[config.mk]
export PLATFORM = sky130hd
export DESIGN_NAME = rmq_sqrt
export DESIGN_NICKNAME = d
export VERILOG_FILES = /design/src/hw/rtl/rmq_sqrt.sv
export SDC_FILE = /design/constraint.sdc
export NUM_CORES = 1
export LEC_CHECK = 0
export ABC_AREA = 1
export BUFFER_PORTS_ARGS = -buffer_cell sky130_fd_sc_hd__buf_2
export CORE_MARGIN = 2
export CORE_UTILIZATION = 45
export CTS_CLUSTER_DIAMETER = 120
export DETAILED_ROUTE_END_ITERATION = 16
export REMOVE_ABC_BUFFERS = 1
export SETUP_SLACK_MARGIN = 0.15
export SYNTH_ARGS = -nofsm -noshare
export SYNTH_HDL_FRONTEND = slang
export SYNTH_SLANG_ARGS = --single-unit
[constraint.sdc]
create_clock -name clk -period 3.3 [get_ports clk]
set_input_delay 0.495 -clock clk [delete_from_list [all_inputs] [get_ports clk]]
set_output_delay 0.495 -clock clk [all_outputs]
set_load 0.01 [all_outputs]
[src/hw/rtl/rmq_sqrt.sv]
// ----------------------------------------------------------------------------
// rmq_sqrt
// Pipelined integer square root, one root bit per stage, with sideband.
// ----------------------------------------------------------------------------
`default_nettype none

module rmq_sqrt #(
	parameter int RW = 30,
	parameter int SW = 1
) (
	input  logic              clk,
	input  logic              arst_n,
	input  logic              in_valid,
	input  logic [RW-1:0]     in_rad,
	input  logic [SW-1:0]     in_side,
	output logic              out_valid,
	output logic [RW/2-1:0]   out_root,
	output logic [SW-1:0]     out_side
);

	localparam int HW = RW / 2;
	localparam int MW = HW + 2;

	logic          vld_s  [0:HW];
	logic [RW-1:0] rad_s  [0:HW];
	logic [MW-1:0] rem_s  [0:HW];
	logic [HW-1:0] root_s [0:HW];
	logic [SW-1:0] side_s [0:HW];

	assign vld_s[0]  = in_valid;
	assign rad_s[0]  = in_rad;
	assign rem_s[0]  = '0;
	assign root_s[0] = '0;
	assign side_s[0] = in_side;

	for (genvar k = 0; k < HW; k++) begin : g_stage
		logic [MW-1:0] trial;
		logic [MW-1:0] test;
		logic          take;

		// bring down two radicand bits, try root*4+1
		assign trial = {rem_s[k][MW-3:0], rad_s[k][RW-1:RW-2]};
		assign test  = {root_s[k], 2'b01};
		assign take  = (trial >= test);

		always_ff @(posedge clk or negedge arst_n) begin
			if (!arst_n) begin
				vld_s[k+1] <= 1'b0;
			end else begin
				vld_s[k+1] <= vld_s[k];
			end
		end

		always_ff @(posedge clk) begin
			rad_s[k+1]  <= rad_s[k] << 2;
			rem_s[k+1]  <= take ? (trial - test) : trial;
			root_s[k+1] <= {root_s[k][HW-2:0], take};
			side_s[k+1] <= side_s[k];
		end
	end

	assign out_valid = vld_s[HW];
	assign out_root  = root_s[HW];
	assign out_side  = side_s[HW];

endmodule

`default_nettype wire

==> tab_implementation.tex <==
\begin{tabular}{lr}
\hline
Metric & Value \\
\hline
\multicolumn{2}{l}{\textbf{Status}} \\
Result of the run & completed \\
\multicolumn{2}{l}{\textbf{Clock network}} \\
Clock-pin transition on the worst setup and hold timing paths & 0.06 ns \\
PostCTS Resize Cnt & 0 \\
TritonCTS Buffers & 56 \\
TritonCTS clock tree & done \\
Max H-tree Level & 2 \\
CTS Sinks & 555 \\
Clock Tree Buf Depth & 3 \\
Buffer cell driving the clock tree root & clkbuf\_16 \\
Worst-Skew Late Latency & 0.61 ns \\
\multicolumn{2}{l}{\textbf{Drt}} \\
Starting DRT DRC Count & 948 \\
Post-DR vias/cell & 4.646 \\
Average wire per cell in the routed design & 13.18 um \\
Detailed-route via count & 17020 \\
Wire length reported by the detailed router & 48280 um \\
DRC violation count after routing & 0 \\
Number of nets with antenna violations after routing & 0 \\
Number of optimization iterations in the first detailed-route pass & 5 \\
\multicolumn{2}{l}{\textbf{Layout}} \\
Final Non-Filler Cells & 3663 \\
Total Nets Final & 3119 \\
Number of fill cells in the layout & 4709 \\
Count of inserted antenna diode cells & 0 \\
Area occupied by registers & 11190 sq um \\
Ratio of cells with drive above 1 in the final layout & 7.036\% \\
Footprint of the multi-input gates & 9169 sq um \\
Area Growth Syn to Fin & 14.30\% \\
\multicolumn{2}{l}{\textbf{Placed design}} \\
Post-placement setup slack & 0.9876 ns \\
Number of placed instances with taps included & 3526 \\
Port Buffer Count & 50 \\
Hpwl dp & 37440 um \\
Gpl congestion & 0.8721 \\
\multicolumn{2}{l}{\textbf{Power and ir drop}} \\
Peak supply drop & 0.0006519 V \\
Leakage power figure & 0.01376 uW \\
Power density over the cells & 837.7 nW/um\^{}2 \\
\multicolumn{2}{l}{\textbf{STA}} \\
Min Tclk post-route & 2.337 ns \\
Final-layout setup total negative slack & 0 ns \\
Maximum clock skew at final layout & 0.01204 ns \\
RSZ-0062 raised after global routing & false \\
Pins over their slew limit & 0 \\
Portion of the clock cycle consumed by the worst path in the final layout & 70.83\% \\
Setup slack of the critical path after layout & 0.9625 ns \\
Setup-violating endpoint count in the final report & 0 \\
Worst slew margin relative to its limit & 54.53\% \\
Final count of hold timing violations & 0 \\
Least-Margin Pin Slew & 0.6768 ns \\
Maximum clock frequency & 427.8 MHz \\
\multicolumn{2}{l}{\textbf{Run}} \\
Reported max-cap violation count & 0 \\
\multicolumn{2}{l}{\textbf{Synth}} \\
Flip-flop and latch count after synthesis & 555 \\
EDFF count, synth & 0 \\
Post-synthesis cell count & 2835 \\
Sequential share of the synthesized area & 49.96\% \\
Average size of a mapped cell & 7.897 sq um \\
Post-synthesis async set-or-reset flop share & 2.703\% \\
Most used flip-flop cell after synthesis & dfxtp\_1 \\
Total standard cell area after synthesis & 22390 sq um \\
YS warnings & 0 \\
Distinct cell type count after synthesis & 47 \\
\multicolumn{2}{l}{\textbf{Floorplanning}} \\
Placement Rows & 81 \\
Top-Level Pins & 51 \\
Area of the placeable core & 49050 sq um \\
Floorplan die width & 227.1 um \\
Die Footprint & 51550 sq um \\
Starting Density & 45.64\% \\
Die span in y & 227.1 um \\
\multicolumn{2}{l}{\textbf{Global routing}} \\
Global-route wire length before repair & 79830 um \\
Total GRT Usage & 19.22\% \\
GRT Residual Overflow & 0 \\
Number of antenna violations at the first check in global routing & 0 \\
Number of global-route vias before repair & 16350 \\
Largest net degree at the start of global routing & 19 \\
\multicolumn{2}{l}{\textbf{Critical path}} \\
Data arrival time of the critical path & 2.82 ns \\
Kind of end point of the critical path & flip-flop \\
Required time at the endpoint of the critical path & 3.79 ns \\
Highest fanout seen on the critical path & 16 \\
Critical path start-end classification & reg2reg \\
Startpoint type of the worst setup path & flip-flop \\
\multicolumn{2}{l}{\textbf{Worst hold path}} \\
HP Class & in2reg \\
\hline
\end{tabular}
==> cells in the mapped netlist (4+ instances only) <==
master | number | share of area, %
nor3_2 | 4 | 0.18
nand3_1 | 216 | 4.8
o21bai_1 | 4 | 0.13
dfrtp_1 | 15 | 1.7
a21oi_1 | 87 | 1.9
buf_4 | 7 | 0.23
nor2_1 | 167 | 2.8
nand3b_1 | 10 | 0.34
nor3_1 | 22 | 0.49
ha_1 | 134 | 7.5
nor2_2 | 9 | 0.25
or2_2 | 5 | 0.14
nor2_4 | 7 | 0.35
dfxtp_1 | 540 | 48
o21ai_0 | 43 | 0.96
buf_6 | 7 | 0.35
xnor2_1 | 27 | 1.1
inv_1 | 486 | 8.1
o21ai_1 | 28 | 0.63
xor2_1 | 47 | 1.8
nand3_2 | 7 | 0.31
nand2_1 | 851 | 14
buf_2 | 11 | 0.25
inv_2 | 5 | 0.084
nand2_2 | 10 | 0.28
nand4_1 | 44 | 1.2
nand2_4 | 6 | 0.30
and2_1 | 7 | 0.20
==> flip-flops by register name (all words and copies together) (netlist names) <==
register and count:
out_valid 1, g_stage.test 105, rad_s 182, out_root 15
g_stage.trial 223, out_side 1, side_s 14, vld_s 14
==> final timing paths <==
check,startpoint,endpoint,slack (ns),cells past startpoint
max,g_stage[8].test[8],g_stage[9].trial[11],0.96,12
min,in_rad[28],g_stage[1].trial[2],0.07,2
max reg2reg,g_stage[8].test[8],g_stage[9].trial[11],0.96,12
min reg2reg,rad_s[206],g_stage[10].trial[0],0.32,0
max in group asynchronous,arst_n,vld_s[13],2.72,2
min in group asynchronous,arst_n,out_valid,0.33,2
==> where the power goes <==
| part | leakage [uW] | total, uW | switching, uW | internal (uW) |
|---|---|---|---|---|
| Combinational | 0.00813 | 6010 | 3880 | 2130 |
| Clock | 0.000931 | 6580 | 2690 | 3890 |
| Sequential | 0.00470 | 8840 | 847 | 8000 |
==> layout by cell type, fill, tap and decap left out, types with 47 or more instances in the layout <==
master	instances
nand2_1	851
ha_1	134
clkbuf_16	56
xor2_1	47
nand3_1	216
a21oi_1	87
buf_2	50
inv_1	486
nor2_1	167
dfxtp_1	540
==> per-stage QoR <==
| step | cell area [sq um] | hold WS (ns) | power [uW] | utilization, % |
|---|---|---|---|---|
| 4_1_cts | 25590 | 0.02704 | 21660 | 52.17 |
| 3_3_place_gp | 23300 | 0.3096 | 14890 | 47.50 |
| 2_1_floorplan | 22200 | 0.1994 | 13220 | - |
| 3_5_place_dp | 23300 | 0.3121 | 14910 | 47.50 |
| 5_1_grt | 25590 | 0.06112 | 22980 | 52.17 |
| 6_report | 25590 | 0.06942 | 21440 | 52.17 |
==> final cells by class <==
class	count	share of cell area, %
Tap cell	664	3.247
Sequential cell	555	43.71
Inverter	491	7.202
Timing Repair Buffer	84	2.279
Multi-Input combinational cell	1763	35.83
Clock inverter	35	1.721
Clock buffer	71	6.009
==> worst max-delay path: stages (launching register included) <==
cell	delay [ns]
dfxtp_1	0.45
inv_1	0.07
ha_1	0.34
nand2_1	0.14
inv_1	0.05
nand2_1	0.07
nand2_1	0.07
inv_1	0.07
nand3_1	0.09
nand2_1	0.35
nand2_2	0.30
nand2_1	0.14
nand2_1	0.07
==> cell families after synthesis <==
kind of cell	synth area share, %
AOI/OAI and AO/OA	4.158
xor gates and xnor gates	2.895
adders and majority gates	7.489
buffers and inverters	9.087
DFF	49.96
other	0.01675
and+or+nand+nor	26.39
==> metal layers <==
metal,wire (um),GRT usage [%],vias up
li1,-,-,9013
met4,1073,5.524,0
met5,0,0,-
met1,23740,26.60,7571
met2,21130,30.78,358
met3,2343,3.420,77
==> repair_timing <==
| item | in CTS | in global routing |
|---|---|---|
| buffers inserted | 0 | 0 |
| hold buffers | 31 | 0 |
| endpoints found under the hold margin | 45 | 0 |
| endpoints found under the setup margin | 0 | 0 |
Note: power is estimated with default switching activity, not from simulation.
